==> config.mk <==
export PLATFORM = sky130hd
export DESIGN_NAME = sonar_jump_reject_ema
export DESIGN_NICKNAME = d
export VERILOG_FILES = /design/src/rtl/sje_pkg.sv /design/src/rtl/sje_mul.sv /design/src/rtl/sonar_jump_reject_ema.sv
export SDC_FILE = /design/constraint.sdc
export NUM_CORES = 2
export LEC_CHECK = 0
export BUFFER_PORTS_ARGS = -buffer_cell sky130_fd_sc_hd__buf_2
export CAP_MARGIN = 5
export CORE_MARGIN = 5
export CORE_UTILIZATION = 62
export DETAILED_ROUTE_END_ITERATION = 6
export GPL_TIMING_DRIVEN = 1
export PLACE_DENSITY = 0.79
export SETUP_SLACK_MARGIN = 0.2
export SLEW_MARGIN = 20
export SYNTH_ARGS = -nofsm -noshare
export SYNTH_HDL_FRONTEND = slang
export SYNTH_SLANG_ARGS = --single-unit
export TNS_END_PERCENT = 1
==> constraint.sdc <==
create_clock -name clock -period 23.9 [get_ports clock]
set_input_delay 4.78 -clock clock [delete_from_list [all_inputs] [get_ports clock]]
set_output_delay 4.78 -clock clock [all_outputs]
set_load 0.01 [all_outputs]
==> src/rtl/sje_pkg.sv <==
// ----------------------------------------------------------------------------
// sje_pkg: shared constants for the sonar height filter
// Field widths, register reset values and register indexes.
// ----------------------------------------------------------------------------
package sje_pkg;

   localparam int COUNT_WIDTH_DEFAULT = 32;
   localparam int COUNT_PORT_WIDTH    = 32;
   localparam int MUL_WIDTH           = 32;
   localparam int PROD_WIDTH          = 2 * MUL_WIDTH;
   localparam int HEIGHT_WIDTH        = 24;
   localparam int AVG_WIDTH           = 32;
   localparam int ALPHA_WIDTH         = 16;
   localparam int ALPHA_SHIFT         = 15;
   localparam int RUN_WIDTH           = 4;
   localparam int CSR_INDEX_WIDTH     = 4;
   localparam int CSR_DATA_WIDTH      = 32;

   localparam logic [HEIGHT_WIDTH-1:0] HEIGHT_MAX = '1;
   localparam logic [ALPHA_WIDTH-1:0]  ALPHA_ONE  = 16'h8000;

   localparam logic [31:0]           COUNT_GAIN_RESET  = 32'd486391872;
   localparam logic [23:0]           JUMP_LIMIT_RESET  = 24'd9830;
   localparam logic [RUN_WIDTH-1:0]  MAX_REJECTS_RESET = 4'd5;
   localparam logic [ALPHA_WIDTH-1:0] ALPHA_RESET      = 16'd9830;

   localparam logic [CSR_INDEX_WIDTH-1:0] CSR_COUNT_GAIN      = 4'd0;
   localparam logic [CSR_INDEX_WIDTH-1:0] CSR_JUMP_LIMIT      = 4'd1;
   localparam logic [CSR_INDEX_WIDTH-1:0] CSR_MAX_REJECTS     = 4'd2;
   localparam logic [CSR_INDEX_WIDTH-1:0] CSR_SMOOTHING_ALPHA = 4'd3;

endpackage

==> src/rtl/sje_mul.sv <==
// ----------------------------------------------------------------------------
// sje_mul: shared unsigned multiplier
// One 32x32 unsigned multiply with a registered product.
// ----------------------------------------------------------------------------
module sje_mul (
   input  logic                           clock,
   input  logic [sje_pkg::MUL_WIDTH-1:0]  op_a,
   input  logic [sje_pkg::MUL_WIDTH-1:0]  op_b,
   output logic [sje_pkg::PROD_WIDTH-1:0] product
);

   logic [sje_pkg::PROD_WIDTH-1:0] product_ff;

   always_ff @(posedge clock) begin
      product_ff <= sje_pkg::PROD_WIDTH'(op_a) * sje_pkg::PROD_WIDTH'(op_b);
   end

   assign product = product_ff;

endmodule

==> src/rtl/sonar_jump_reject_ema.sv <==
// ----------------------------------------------------------------------------
// sonar_jump_reject_ema: sonar height filter
// Scales echo counts to Q8.16 meters, rejects jumps, smooths with an EMA.
// ----------------------------------------------------------------------------
//   channel  direction  handshake              payload
//   req      in         req_valid / req_ready  req_raw_count, req_restart
//   rsp      out        rsp_valid / rsp_ready  filtered, raw height, reject info
//   csr      in         csr_valid / csr_ready  csr_index, csr_data
//
// Rejected: scale, check, finish. Blended: scale, check, mul-new, mul-old, blend, finish.
// One shared 32x32 multiplier does the scale and both blend products.
// A repeated count is absorbed in the accept cycle and gives no response.
// req_ready is high only while the sequencer is idle; a finished response
// waits in the output register while the next request is taken.
// Reset is synchronous; csr_ready is always high.
// ----------------------------------------------------------------------------
module sonar_jump_reject_ema #(
   parameter int COUNT_WIDTH = sje_pkg::COUNT_WIDTH_DEFAULT
) (
   input  logic                                   clock,
   input  logic                                   reset,
   input  logic                                   req_valid,
   output logic                                   req_ready,
   input  logic [sje_pkg::COUNT_PORT_WIDTH-1:0]   req_raw_count,
   input  logic                                   req_restart,
   output logic                                   rsp_valid,
   input  logic                                   rsp_ready,
   output logic [sje_pkg::HEIGHT_WIDTH-1:0]       rsp_filtered_height,
   output logic [sje_pkg::HEIGHT_WIDTH-1:0]       rsp_raw_height,
   output logic                                   rsp_rejected,
   output logic [sje_pkg::RUN_WIDTH-1:0]          rsp_reject_run,
   input  logic                                   csr_valid,
   output logic                                   csr_ready,
   input  logic [sje_pkg::CSR_INDEX_WIDTH-1:0]    csr_index,
   input  logic [sje_pkg::CSR_DATA_WIDTH-1:0]     csr_data
);

   localparam int HW = sje_pkg::HEIGHT_WIDTH;
   localparam int AW = sje_pkg::AVG_WIDTH;
   localparam int LW = sje_pkg::ALPHA_WIDTH;
   localparam int RW = sje_pkg::RUN_WIDTH;
   localparam int PW = sje_pkg::PROD_WIDTH;
   localparam int MW = sje_pkg::MUL_WIDTH;
   localparam int TERM_WIDTH = LW + AW;
   localparam int SUM_WIDTH  = TERM_WIDTH + 1;
   localparam int FRAC_SHIFT = AW - HW;

   typedef enum logic [2:0] {
      S_IDLE,
      S_SCALE,
      S_CHECK,
      S_MUL_NEW,
      S_MUL_OLD,
      S_BLEND,
      S_FINISH
   } state_type;

   state_type               state_ff;

   logic [31:0]             count_gain_ff;
   logic [23:0]             jump_limit_ff;
   logic [RW-1:0]           max_rejects_ff;
   logic [LW-1:0]           smoothing_alpha_ff;

   logic [COUNT_WIDTH-1:0]  last_count_ff;
   logic                    last_count_valid_ff;
   logic                    seeded_ff;
   logic [AW-1:0]           average_ff;
   logic [RW-1:0]           reject_counter_ff;

   logic [COUNT_WIDTH-1:0]  count_ff;
   logic [HW-1:0]           raw_height_ff;
   logic [AW-1:0]           sample_ff;
   logic                    rejected_ff;
   logic [TERM_WIDTH-1:0]   acc_ff;

   logic                    rsp_valid_ff;
   logic [HW-1:0]           rsp_filtered_ff;
   logic [HW-1:0]           rsp_raw_ff;
   logic                    rsp_rejected_ff;
   logic [RW-1:0]           rsp_run_ff;

   logic [COUNT_WIDTH-1:0]  req_count;
   logic                    req_fire;
   logic                    req_repeat;
   logic [MW-1:0]           mul_a;
   logic [MW-1:0]           mul_b;
   logic [PW-1:0]           product;
   logic [HW-1:0]           scaled_height;
   logic [AW-1:0]           sample_height;
   logic [AW-1:0]           base_average;
   logic [AW-1:0]           deviation;
   logic                    jump;
   logic [LW-1:0]           alpha;
   logic [SUM_WIDTH-1:0]    blend_sum;
   logic                    rsp_free;

   assign req_count  = req_raw_count[COUNT_WIDTH-1:0];
   assign req_ready  = (state_ff == S_IDLE);
   assign req_fire   = req_valid && req_ready;
   assign req_repeat = last_count_valid_ff && (req_count == last_count_ff);
   assign csr_ready  = 1'b1;
   assign rsp_free   = !rsp_valid_ff || rsp_ready;

   assign alpha = (smoothing_alpha_ff > sje_pkg::ALPHA_ONE) ? sje_pkg::ALPHA_ONE
                                                            : smoothing_alpha_ff;

   // operand select for the shared multiplier
   always_comb begin
      unique case (state_ff)
         S_MUL_NEW: begin
            mul_a = MW'(sample_ff);
            mul_b = MW'(alpha);
         end
         S_MUL_OLD: begin
            mul_a = MW'(average_ff);
            mul_b = MW'(sje_pkg::ALPHA_ONE - alpha);
         end
         default: begin
            mul_a = MW'(count_ff);
            mul_b = count_gain_ff;
         end
      endcase
   end

   sje_mul u_mul (
      .clock   (clock),
      .op_a    (mul_a),
      .op_b    (mul_b),
      .product (product)
   );

   // scale check: saturate the high word, seed, measure the jump
   assign scaled_height = (product[PW-1:MW+HW] != '0) ? sje_pkg::HEIGHT_MAX
                                                      : product[MW+HW-1:MW];
   assign sample_height = {scaled_height, {FRAC_SHIFT{1'b0}}};
   assign base_average  = seeded_ff ? average_ff : sample_height;
   assign deviation     = (sample_height >= base_average) ? sample_height - base_average
                                                          : base_average - sample_height;
   assign jump = (deviation > {jump_limit_ff, {FRAC_SHIFT{1'b0}}})
                 && (reject_counter_ff < max_rejects_ff);

   assign blend_sum = SUM_WIDTH'(acc_ff) + SUM_WIDTH'(product[TERM_WIDTH-1:0])
                      + SUM_WIDTH'(sje_pkg::ALPHA_ONE >> 1);

   always_ff @(posedge clock) begin
      if (reset) begin
         state_ff            <= S_IDLE;
         count_gain_ff       <= sje_pkg::COUNT_GAIN_RESET;
         jump_limit_ff       <= sje_pkg::JUMP_LIMIT_RESET;
         max_rejects_ff      <= sje_pkg::MAX_REJECTS_RESET;
         smoothing_alpha_ff  <= sje_pkg::ALPHA_RESET;
         last_count_ff       <= '0;
         last_count_valid_ff <= 1'b0;
         seeded_ff           <= 1'b0;
         average_ff          <= '0;
         reject_counter_ff   <= '0;
         rsp_valid_ff        <= 1'b0;
      end else begin
         if (csr_valid && csr_ready) begin
            unique case (csr_index)
               sje_pkg::CSR_COUNT_GAIN:      count_gain_ff      <= csr_data;
               sje_pkg::CSR_JUMP_LIMIT:      jump_limit_ff      <= csr_data[23:0];
               sje_pkg::CSR_MAX_REJECTS:     max_rejects_ff     <= csr_data[RW-1:0];
               sje_pkg::CSR_SMOOTHING_ALPHA: smoothing_alpha_ff <= csr_data[LW-1:0];
               default: ;
            endcase
         end

         // the finish step reloads the output register itself
         if (rsp_valid_ff && rsp_ready && (state_ff != S_FINISH)) begin
            rsp_valid_ff <= 1'b0;
         end

         unique case (state_ff)
            S_IDLE: begin
               if (req_fire) begin
                  if (req_restart) begin
                     seeded_ff <= 1'b0;
                  end
                  // drop a repeated count; only a restart still clears the seeded flag
                  if (!req_repeat) begin
                     last_count_ff       <= req_count;
                     last_count_valid_ff <= 1'b1;
                     count_ff            <= req_count;
                     state_ff            <= S_SCALE;
                  end
               end
            end
            S_SCALE: state_ff <= S_CHECK;
            S_CHECK: begin
               raw_height_ff <= scaled_height;
               sample_ff     <= sample_height;
               average_ff    <= base_average;
               seeded_ff     <= 1'b1;
               rejected_ff   <= jump;
               if (jump) begin
                  reject_counter_ff <= reject_counter_ff + 1'b1;
                  state_ff          <= S_FINISH;
               end else begin
                  reject_counter_ff <= '0;
                  state_ff          <= S_MUL_NEW;
               end
            end
            S_MUL_NEW: state_ff <= S_MUL_OLD;
            S_MUL_OLD: begin
               acc_ff   <= product[TERM_WIDTH-1:0];
               state_ff <= S_BLEND;
            end
            S_BLEND: begin
               average_ff <= blend_sum[sje_pkg::ALPHA_SHIFT +: AW];
               state_ff   <= S_FINISH;
            end
            S_FINISH: begin
               // hold until the output register is free
               if (rsp_free) begin
                  rsp_valid_ff    <= 1'b1;
                  rsp_filtered_ff <= average_ff[AW-1:FRAC_SHIFT];
                  rsp_raw_ff      <= raw_height_ff;
                  rsp_rejected_ff <= rejected_ff;
                  rsp_run_ff      <= reject_counter_ff;
                  state_ff        <= S_IDLE;
               end
            end
            default: state_ff <= S_IDLE;
         endcase
      end
   end

   assign rsp_valid           = rsp_valid_ff;
   assign rsp_filtered_height = rsp_filtered_ff;
   assign rsp_raw_height      = rsp_raw_ff;
   assign rsp_rejected        = rsp_rejected_ff;
   assign rsp_reject_run      = rsp_run_ff;

   a_rejected_run: assert property (@(posedge clock) disable iff (reset)
      (rsp_valid && rsp_rejected) |-> (rsp_reject_run != '0))
      else $error("rejected response with empty reject run");

   a_accepted_run: assert property (@(posedge clock) disable iff (reset)
      (rsp_valid && !rsp_rejected) |-> (rsp_reject_run == '0))
      else $error("accepted response with nonzero reject run");

   a_rsp_source: assert property (@(posedge clock) disable iff (reset)
      $rose(rsp_valid) |-> $past(state_ff == S_FINISH))
      else $error("response raised outside finish step");

   a_repeat_drop: assert property (@(posedge clock) disable iff (reset)
      (req_fire && req_repeat) |=> (state_ff == S_IDLE))
      else $error("repeated count started the sequencer");

endmodule
==> results.md <==
- Fraction of final layout cells with drive strength greater than 1: 6.52%
- Run status: finished with violations
- Hold-fix buffer count after cts: 0
- Yosys warns: 0
- Share of the synthesized area in the top cell type: between 30% and 40%
- Cell with the most instances after synthesis: sky130_fd_sc_hd__inv_1
- Data required, critical path: around 24000 ps
- Min Clock Period, post-route: 11860 ps
- Count of vias placed by the detailed router: 42400
- Crit. End Element: flop
- Iteration count of the initial detailed-routing pass: 7
- Antenna violations before repair: 7
- Setup Total Neg Slack: 0 ps
- TritonCTS clock tree: yes
- GRT Util Overall: just under 40%
- Aggregate global routing overflow: 0
- Placeable Area: 82200 um^2
- Met2 GRT Util: about three fifths
- Vias in the first global route: 43600
- Die width: roughly 300 um
- # rows: 105
- Setup repair after global routing missed its margin: no
- Clock latency reported for the late side of the worst-skew pair: around 560 ps
- DRC violation total after the first TritonRoute iteration: 4366
- Cell chosen for the clock root: sky130_fd_sc_hd__clkbuf_16
- Peak per-stage delay on the critical path: 700 ps
- Starting density of the core: 62.7%
- Number of setup violations in the final report: 0
- Type of the worst setup path: flop to flop
- Die Ht: 298 um
- Worst-case setup margin in the final layout: approximately 12000 ps
- Cell count after synthesis: 5769
- Top cells by instance count after synthesis: sky130_fd_sc_hd__inv_1 (1026), sky130_fd_sc_hd__fa_1 (897), sky130_fd_sc_hd__nand2_1 (885)
- Ports placed on the boundary: 130
- Wirelength per Cell: 25.6 um
- Area grow syn2layout: 6.07%
- Count of pins over their slew limit: 0
- Max H-tree Level: 2
- Max Root-Sink Buffers: 3
- Max_slew headroom: 16.2%
- Number of buffers added for setup after CTS: 0
- Synth top area cells: sky130_fd_sc_hd__fa_1 (35%), sky130_fd_sc_hd__ha_1 (10%), sky130_fd_sc_hd__edfxtp_1 (9.1%)
- Overall die area: 89000 um^2
- Critical Path Most Common Cell: sky130_fd_sc_hd__fa_1
- Setup slack at placement: 12520 ps
- Fraction of the yosys area taken by sequential cells: 17.4%
- Average via count per standard cell: 6.19
- Synthesized area: between 50000 and 60000 um^2
- Synth area leader: sky130_fd_sc_hd__fa_1
- Final setup skew: roughly 24 ps
- # port buffers: 128
- Fill cells: roughly 6700
- Achievable Freq: 84.3 MHz
- Share of the clock period used by the worst path: 49.6%
- Highest-utilization routing layer at the global route stage: met2
- First-pass GRT wire length: between 200000 and 300000 um
- Hold crit path type: flop to flop
- Routed wire length: 175000 um
- Number of storage elements in the synthesis netlist: 371
- Average footprint of a synthesized cell: 8.94 um^2
- Slew of the pin with the lowest slew margin: 1260 ps
- Kind of start point of the critical path: flop
- Number of nets in the synthesized netlist: 7167
- GR met3 Demand/Resource: just over 10%
- Library cells used by synthesis: between 70 and 80
- GP Congestion: 1.00
- Number of buffers inserted during clock tree synthesis: 36
- Number of flops mapped to enable cells by yosys: 157
- Util after Layout: 66.5%
- Number of nets in the layout: 7148
- Total clock sinks: 371
- Antenna violation net count after detailed routing: 0
- Met1 Use GR: between 50% and 60%
- Max-capacitance violation count: 0
- Fraction of registers with async set or reset after synthesis: 0%
- Clock slew at reported path FFs: 70 ps
- Crit path DAT: 12290 ps
- Hold Slack: 423 ps
- Crit-path max FO: 32
- Maximum number of pins on one net before global-route repair: 72
- Remaining routing DRC violations: 1
- Flip-flop cell with the highest count after synthesis: sky130_fd_sc_hd__dfxtp_1
- Cell with the biggest individual delay on the critical path: sky130_fd_sc_hd__a21o_1
- Violated checks: DRC
- Final hold vios: 0
- Count of instances resized after the clock tree is built: 0
- DP HPWL: between 100000 and 150000 um
## cell type report
class | count | area (um^2) | share of cell area (%)
antenna | 2 | 5.00 | 0.00915
clock buffer | 48 | 1030 | 1.88
clock inverter | 18 | 302 | 0.551
inverter | 1026 | 3850 | 7.04
multi-input combinational | 4079 | 37700 | 69.0
sequential | 371 | 9000 | 16.5
tap | 1070 | 1340 | 2.45
timing repair buffer | 236 | 1450 | 2.66
## metal layers
layer	vias to the layer above	wire length, um
met1	20900	63400
met4	6	13600
met2	2692	77000
met5	-	40
li1	18000	-
met3	785	21200
## registers in the layout, indices dropped and copies added, names as in the netlist
name and flops:
acc_ff 47, average_ff 32, count_ff 32, count_gain_ff 32
jump_limit_ff 24, last_count_ff 32, last_count_valid_ff 1, max_rejects_ff 4
reject_counter_ff 4, rejected_ff 1, rsp_filtered_height 24, rsp_raw_height 24
rsp_reject_run 4, rsp_rejected 1, rsp_valid 1, sample_ff 24
seeded_ff 1, smoothing_alpha_ff 16, state_ff 3, u_mul.product 64
## path summary, 6_finish.rpt
path | from | end | slack [ps] | cells after the start
max | smoothing_alpha_ff[2] | u_mul.product[63] | 12040 | 34
min | rejected_ff | rsp_rejected | 420 | 0
max reg2reg | smoothing_alpha_ff[2] | u_mul.product[63] | 12040 | 34
min reg2reg | rejected_ff | rsp_rejected | 420 | 0
## kinds of logic (layout without fill, tap and decap cells)
kind of cell    after synthesis  after routing  share of synthesized area [%]
compound gates              793            793                           9.94
xor+xnor                    148            148                           2.51
fa+ha+maj                  1324           1324                           45.2
buf+inv                    1319           1328                           9.73
flops                       371            371                           17.4
mux                          60             60                           1.17
other cells                   1              3                        0.00727
simple gates               1753           1753                           14.0
## critical path: cells and delay by family, from the launching register on
kind,cells,cell delay [ps]
fa+ha+maj,10,4800
flops,1,370
buf+inv,3,170
mux,1,230
simple gates,13,3280
compound gates,7,2800
## stage by stage
step / instance area [um^2] / std cells
after CTS: 54700 / 6848
after global placement: 53400 / 6782
after detailed placement: 53400 / 6782
final: 54700 / 6850
after global routing: 54700 / 6848
after floorplan: 51600 / 5769
## placed cells by master, fill, tap and decap left out, types with 11 or more instances in the layout
cell / instances
sky130_fd_sc_hd__a211oi_1: 46
sky130_fd_sc_hd__a21o_1: 135
sky130_fd_sc_hd__a21oi_1: 274
sky130_fd_sc_hd__a22oi_1: 18
sky130_fd_sc_hd__a31oi_1: 23
sky130_fd_sc_hd__and2_1: 14
sky130_fd_sc_hd__and3_1: 19
sky130_fd_sc_hd__buf_2: 127
sky130_fd_sc_hd__buf_4: 109
sky130_fd_sc_hd__clkbuf_16: 37
sky130_fd_sc_hd__dfxtp_1: 213
sky130_fd_sc_hd__edfxtp_1: 157
sky130_fd_sc_hd__fa_1: 897
sky130_fd_sc_hd__ha_1: 427
sky130_fd_sc_hd__inv_1: 1026
sky130_fd_sc_hd__mux2i_1: 57
sky130_fd_sc_hd__nand2_1: 884
sky130_fd_sc_hd__nand2b_1: 22
sky130_fd_sc_hd__nand3_1: 34
sky130_fd_sc_hd__nand4_1: 44
sky130_fd_sc_hd__nor2_1: 594
sky130_fd_sc_hd__nor2b_1: 27
sky130_fd_sc_hd__nor3_1: 32
sky130_fd_sc_hd__nor4_1: 11
sky130_fd_sc_hd__o211ai_1: 29
sky130_fd_sc_hd__o21a_1: 16
sky130_fd_sc_hd__o21ai_0: 105
sky130_fd_sc_hd__o21bai_1: 20
sky130_fd_sc_hd__or2_2: 29
sky130_fd_sc_hd__xnor2_1: 102
sky130_fd_sc_hd__xor2_1: 46
Power is not shown: default switching activity piles up to over one toggle a cycle in this logic, so the estimate is an artifact.
